**config.mk**
```make
export PLATFORM = sky130hd
export DESIGN_NAME = fwrl_slot_mod
export DESIGN_NICKNAME = d
export VERILOG_FILES = /design/src/fwrl_pkg.sv /design/src/fwrl_slot_mod.sv
export SDC_FILE = /design/constraint.sdc
export NUM_CORES = 1
export LEC_CHECK = 0
export ABC_AREA = 1
export BUFFER_PORTS_ARGS = -buffer_cell sky130_fd_sc_hd__buf_2
export CAP_MARGIN = 20
export CORE_UTILIZATION = 35
export DETAILED_ROUTE_END_ITERATION = 8
export HOLD_SLACK_MARGIN = 0.03
export PLACE_DENSITY = 0.76
export SYNTH_ARGS = -nofsm -noshare
export SYNTH_HDL_FRONTEND = slang
export SYNTH_SLANG_ARGS = --single-unit
```
**constraint.sdc**
```tcl
create_clock -name clock -period 1.5 [get_ports clock]
set_input_delay 0.45 -clock clock [delete_from_list [all_inputs] [get_ports clock]]
set_output_delay 0.45 -clock clock [all_outputs]
set_load 0.1 [all_outputs]
```
**src/fwrl_pkg.sv**
```systemverilog
// ----------------------------------------------------------------------------
// fwrl_pkg
// Shared types and constants of the per-source fixed-window rate limiter.
// ----------------------------------------------------------------------------
package fwrl_pkg;

   localparam int TABLE_SLOTS_DEFAULT = 1024;

   localparam int HASH_W        = 32;
   localparam int HASH_KEY_W    = 31;
   localparam int CHAR_W        = 8;
   localparam int TIME_W        = 32;
   localparam int COUNT_W       = 16;
   localparam int STRIKE_W      = 8;
   localparam int VERDICT_W     = 2;
   localparam int SLOT_INDEX_W  = 10;

   localparam int MOD_DIGIT_BITS = 4;
   localparam int MOD_STEPS      = HASH_W / MOD_DIGIT_BITS;
   localparam int MOD_CNT_W      = $clog2(MOD_STEPS);

   localparam int CSR_INDEX_W = 2;
   localparam int CSR_DATA_W  = 16;

   localparam logic [CSR_INDEX_W-1:0] CSR_WINDOW_SECONDS = 2'd0;
   localparam logic [CSR_INDEX_W-1:0] CSR_REQUEST_LIMIT  = 2'd1;
   localparam logic [CSR_INDEX_W-1:0] CSR_STRIKE_LIMIT   = 2'd2;
   localparam logic [CSR_INDEX_W-1:0] CSR_BAN_ENABLE     = 2'd3;

   localparam logic [COUNT_W-1:0]  WINDOW_SECONDS_RESET = 16'd60;
   localparam logic [COUNT_W-1:0]  REQUEST_LIMIT_RESET  = 16'd1000;
   localparam logic [STRIKE_W-1:0] STRIKE_LIMIT_RESET   = 8'd5;
   localparam logic [STRIKE_W-1:0] STRIKE_MAX           = 8'd255;

   localparam logic [VERDICT_W-1:0] VERDICT_ALLOWED = 2'd0;
   localparam logic [VERDICT_W-1:0] VERDICT_OVER    = 2'd1;
   localparam logic [VERDICT_W-1:0] VERDICT_BANNED  = 2'd2;

   typedef struct packed {
      logic [CHAR_W-1:0] ip_char;
      logic              last_char;
      logic [TIME_W-1:0] now_seconds;
   } req_item_type;

   typedef struct packed {
      logic [VERDICT_W-1:0]    verdict;
      logic [SLOT_INDEX_W-1:0] slot_index;
   } rsp_item_type;

   typedef struct packed {
      logic [TIME_W-1:0]   start;
      logic [COUNT_W-1:0]  count;
      logic [STRIKE_W-1:0] strikes;
      logic                banned;
   } slot_entry_type;

endpackage

```
**src/fwrl_slot_mod.sv**
```systemverilog
// ----------------------------------------------------------------------------
// fwrl_slot_mod
// Reduces a 31-bit hash key modulo the table size, four quotient bits per
// cycle; with a power-of-two table size the low key bits are taken directly.
// ----------------------------------------------------------------------------
module fwrl_slot_mod #(
   parameter int TABLE_SLOTS = fwrl_pkg::TABLE_SLOTS_DEFAULT
) (
   input  logic                              clock,
   input  logic                              reset,
   input  logic                              start,
   input  logic [fwrl_pkg::HASH_KEY_W-1:0]   dividend,
   output logic                              done,
   output logic [$clog2(TABLE_SLOTS)-1:0]    remainder
);

   localparam int AW = $clog2(TABLE_SLOTS);
   localparam bit SLOTS_POW2 = (TABLE_SLOTS & (TABLE_SLOTS - 1)) == 0;
   localparam logic [AW:0] SLOTS_K = (AW + 1)'(TABLE_SLOTS);
   localparam logic [fwrl_pkg::MOD_CNT_W-1:0] LAST_STEP =
      fwrl_pkg::MOD_CNT_W'(fwrl_pkg::MOD_STEPS - 1);

   logic                                busy_ff;
   logic                                done_ff;
   logic [fwrl_pkg::MOD_CNT_W-1:0]      step_ff;
   logic [fwrl_pkg::HASH_W-1:0]         shift_ff;
   logic [AW-1:0]                       rem_ff;
   logic [AW-1:0]                       rem_in;

   always_comb begin
      logic [AW:0] r;
      rem_in = rem_ff;
      for (int i = 0; i < fwrl_pkg::MOD_DIGIT_BITS; i++) begin
         r = {rem_in, shift_ff[fwrl_pkg::HASH_W-1-i]};
         if (r >= SLOTS_K) begin
            r = r - SLOTS_K;
         end
         rem_in = r[AW-1:0];
      end
   end

   always_ff @(posedge clock) begin
      if (reset) begin
         busy_ff <= 1'b0;
         done_ff <= 1'b0;
         step_ff <= '0;
      end else begin
         if (start) begin
            if (SLOTS_POW2) begin
               rem_ff  <= dividend[AW-1:0];
               done_ff <= 1'b1;
            end else begin
               busy_ff  <= 1'b1;
               done_ff  <= 1'b0;
               step_ff  <= '0;
               shift_ff <= {1'b0, dividend};
               rem_ff   <= '0;
            end
         end else if (busy_ff) begin
            rem_ff   <= rem_in;
            shift_ff <= shift_ff << fwrl_pkg::MOD_DIGIT_BITS;
            step_ff  <= step_ff + 1'b1;
            busy_ff  <= (step_ff != LAST_STEP);
            done_ff  <= (step_ff == LAST_STEP);
         end else begin
            done_ff <= 1'b0;
         end
      end
   end

   assign done      = done_ff;
   assign remainder = rem_ff;

endmodule

```
After elaboration in Yosys (flattened, before gate mapping)

Index checks and enable logic that the tools add are counted.

Word-level logic and storage cells: 29
Flip-flop bits (word level): 15
Output and inout bits: 11
Input bits: 34

Bitwise logic cells: 2
Multiplexer cells: 9
$lt $le $gt $ge: 4
Add/subtract/negate cells: 5
Reductions and logical operators: 3
Equality and inequality tests: 2

Operators with widths:

| kind                                                                  | number |
|---|---|
| 10-bit 2-to-1 mux                                                     | 6 |
| 11-bit >= comparator (second input constant)                          | 4 |
| 10-bit by 1-bit subtractor with 10-bit output (second input constant) | 4 |
| 2-bit AND reduction                                                   | 2 |
| 3-bit by 1-bit adder with 3-bit output (second input constant)        | 1 |
| 3-bit == test (second input constant)                                 | 1 |
| 1-bit 2-to-1 mux                                                      | 3 |
| 3-bit inequality test (second input constant)                         | 1 |
| 1-bit inverter                                                        | 2 |
| 2-bit nonzero test                                                    | 1 |

Longest topological paths before layout

Depth in word-level cells: 10
Mapped depth: 6
Gate-level depth less buffers: 6

Least setup slack after synthesis

Ideal clock, no wire load.

Path type: in2reg
Start point: input port start
End point: register rem_ff[0], in the netlist remainder[0], enable pin
Slack: 0.018 ns
Path buffers: 1
Data required time: 1.122 ns
Stages: 3
Arrival: 1.104 ns
Setup time: 0.378 ns
Cell sequence: inv_2 -> buf_6 -> o21ai_1

Word-level cells in the longest chain between the ends: 2

Ends and longest elaborated chain:

| what                          | line                | source |
|---|---|---|
| start, declared               | fwrl_slot_mod.sv:11 | `input logic start,` |
| 2-bit nonzero test (no line)  | --                  |  |
| 2-bit AND reduction (no line) | --                  |  |
| end signal, assigned          | fwrl_slot_mod.sv:50 | `rem_ff <= dividend[AW-1:0];` |
| end signal, assigned          | fwrl_slot_mod.sv:60 | `rem_ff <= rem_in;` |
| end, declared                 | fwrl_slot_mod.sv:27 | `logic [AW-1:0] rem_ff;` |

No other way between the ends.
A chain may end at the register's enable or synchronous reset.

Final worst setup path

Start point: register rem_ff[6], in the netlist remainder[6]
End point: output port remainder[6]

RTL lines:

| what          | line                | source |
|---|---|---|
| end, declared | fwrl_slot_mod.sv:14 | `output logic [$clog2(TABLE_SLOTS)-1:0] remainder` |

No word-level cell between the ends.

==> flow_metrics.tcl <==
set metrics [dict create \
    grt_usage_pct 13.6 \
    instances_no_fill 121 \
    via_per_inst 4.15 \
    r2r_start "busy_ff$_SDFFE_PP0N_" \
    cts.sinks 15 \
    syn_to_final_growth_pct 43.7 \
    p_leak_nw 0.443 \
    async_flop_share_pct 0 \
    cts-root-buf "clkbuf_4" \
    synth-main-ff-cell "edfxtp_1" \
    power_density_nw_per_um2 994 \
    critPathTopFamily "buffers and inverters" \
    cts_resized 0 \
    yosysUniqueCellTypes 13 \
    min_to "done$_SDFF_PP0_" \
    critPathLaunchType "flip-flop" \
    initial_utilization_pct 37.0 \
    finClkSkew_ns 0.00554 \
    cts_buffers 3 \
    post-route-drc-count 0 \
    wl_per_cell_um 9.74 \
    crit_buf_inv 1 \
    port_buffers 23 \
    antenna_found_initial 0 \
    drive_above_1_share_pct 34.4 \
    arrival_ns 1.00 \
    drv_slew 0 \
    core_area_um2 1730 \
    reg2reg_slack_ns 0.37 \
    grt_max_degree 12 \
    cpMaxStageDelayCell "buf_2" \
    synthTopCellsByArea "edfxtp_1 (47%), nand2_1 (16%), dfxtp_1 (16%)" \
    drt-total-wl_um 1180 \
    antenna-diode-count 0 \
    cp-end-kind "output pin" \
    critPathKind "reg2out" \
    hold_viol_final 0 \
    worstHoldPathCells 2 \
    yosysTopAreaCell "edfxtp_1" \
    grt_overflow 0 \
    nets 133 \
    crit_fanout 1 \
    io_pins 45 \
    dp.cells 117 \
    cp.depth 1 \
    hold_buffers 0 \
    period_minus_slack_ns 1.45 \
    first_iter_violations 5 \
    clkLatencyLatePin_ns 0.27 \
    fmax_mhz 689 \
    yosysMostFrequentCell "nand2_1" \
    drv_cap 0 \
    cp_cell_sequence "buf_2" \
    synth_warnings 0 \
    cts_setup_buffers 0 \
    clock_path_buffers 2 \
    die-area_um2 2000 \
    maxSlewHeadroom_pct 67.9 \
    synthTopCellsByCount "nand2_1 (27), edfxtp_1 (10), inv_1 (7)" \
    finalSetupViolCount 0 \
    peakVddDrop_mv 0.598 \
    power_mw 0.911 \
    avgSynthCellArea_um2 9.38 \
    die_h_um 44.7 \
    cts_max_level 1 \
    rsz0062_at_grt "no" \
    post-dp-hpwl_um 911 \
    reg2regPathDepth 3 \
    antenna_left 0 \
    gp_congestion 0.705 \
    grt_pass1_wl_um 1860 \
    cp.required_ns 1.05 \
    yosysSeqAreaShare_pct 62.7 \
    final.setup.tns_ns 0 \
    chipWidth_um 44.7 \
    cts_tree "done" \
    synth_top_area_share_pct 47.1 \
    period_share_pct 96.8 \
    worst_pin_slew_ns 0.484 \
    clk_pin_slew_ns 0.09 \
    drtPass1Iterations 4 \
    syn_area_um2 638 \
    grt_pass1_vias 465 \
    syn_nets 104 \
    rr_endpoint "remainder[2]$_SDFFCE_PN0P_" \
    synth-edff-count 10 \
    hold_path_startpoint "reset" \
    synth-seq-cells 15 \
    synth_cells 68 \
    slowest_delay_ns 0.41 \
    min_path_type "in2reg" \
    placementRows 15 \
    via_count 502 \
    status "finished clean" \
]
-- how the worst max path moves through the flow --
stage | startpoint | end | slack [ns]
floorplan | start | remainder[0]$_SDFFCE_PN0P_ | 0.02
global placement | reset | remainder[2]$_SDFFCE_PN0P_ | 0.19
detailed placement | reset | remainder[3]$_SDFFCE_PN0P_ | 0.16
CTS | remainder[9]$_DFFE_PP_ | remainder[9] | 0.02
global route | remainder[6]$_DFFE_PP_ | remainder[6] | 0.02
finish | remainder[6]$_DFFE_PP_ | remainder[6] | 0.05
-- sequential cells by signal, summed over array words and instances, names as in the netlist --
signal	cells
done	1
remainder	10
step_ff	3
busy_ff	1
-- power by group --
part	total (mW)	switching [mW]	internal, mW
logic	0.217	0.150	0.0666
clock network	0.222	0.120	0.103
registers	0.472	0.0115	0.461
-- layer usage --
| metal | vias up | track usage, % | share of wire [%] |
|---|---|---|---|
| li1 | 270 | - | - |
| met1 | 211 | 13.7 | 43 |
| met2 | 19 | 23.5 | 49 |
| met3 | 2 | 3.20 | 6.4 |
| met4 | 0 | 11.5 | 2.3 |
| met5 | - | 0 | 0 |
-- layout make-up --
class                      instances  area (um^2)
fill                             159          810
timing repair buffer              26          238
tap                               25         31.3
inverter                           9         33.8
multi-input combinational         42          188
clock buffer                       4         26.3
sequential                        15          400
-- stage by stage --
stage | setup WS, ns | utilization, % | hold WS (ns) | instance area [um^2]
global placement | 0.187 | 51.0 | 0.472 | 881
finish | 0.0481 | 53.1 | 0.353 | 917
detailed placement | 0.155 | 51.0 | 0.494 | 881
floorplan | 0.0184 | - | 0.459 | 638
global route | 0.0176 | 53.1 | 0.337 | 917
CTS | 0.0182 | 52.5 | 0.345 | 907
-- logic make-up after synthesis --
group / count (synthesis) / share of synthesized area (%)
flip-flops: 15 / 62.7
AO/OA/AOI/OAI: 3 / 2.35
buffers and inverters: 11 / 7.84
AND/OR/NAND/NOR: 37 / 23.1
adder cells (fa/ha/maj): 2 / 3.92
-- placed cells by master, fill, tap and decap left out --
cell type / Yosys / layout
o21ai_1: 1 / 1
inv_2: 2 / 2
clkbuf_1: 0 / 1
buf_2: 1 / 13
buf_12: 0 / 6
nor2_2: 2 / 2
ha_1: 2 / 2
nand3_1: 3 / 3
nand2_1: 27 / 27
inv_1: 7 / 7
dfxtp_1: 5 / 5
a21oi_1: 2 / 2
buf_4: 0 / 3
edfxtp_1: 10 / 10
clkbuf_4: 0 / 7
nor2_1: 5 / 5
Power figures use the tool's default switching activity.
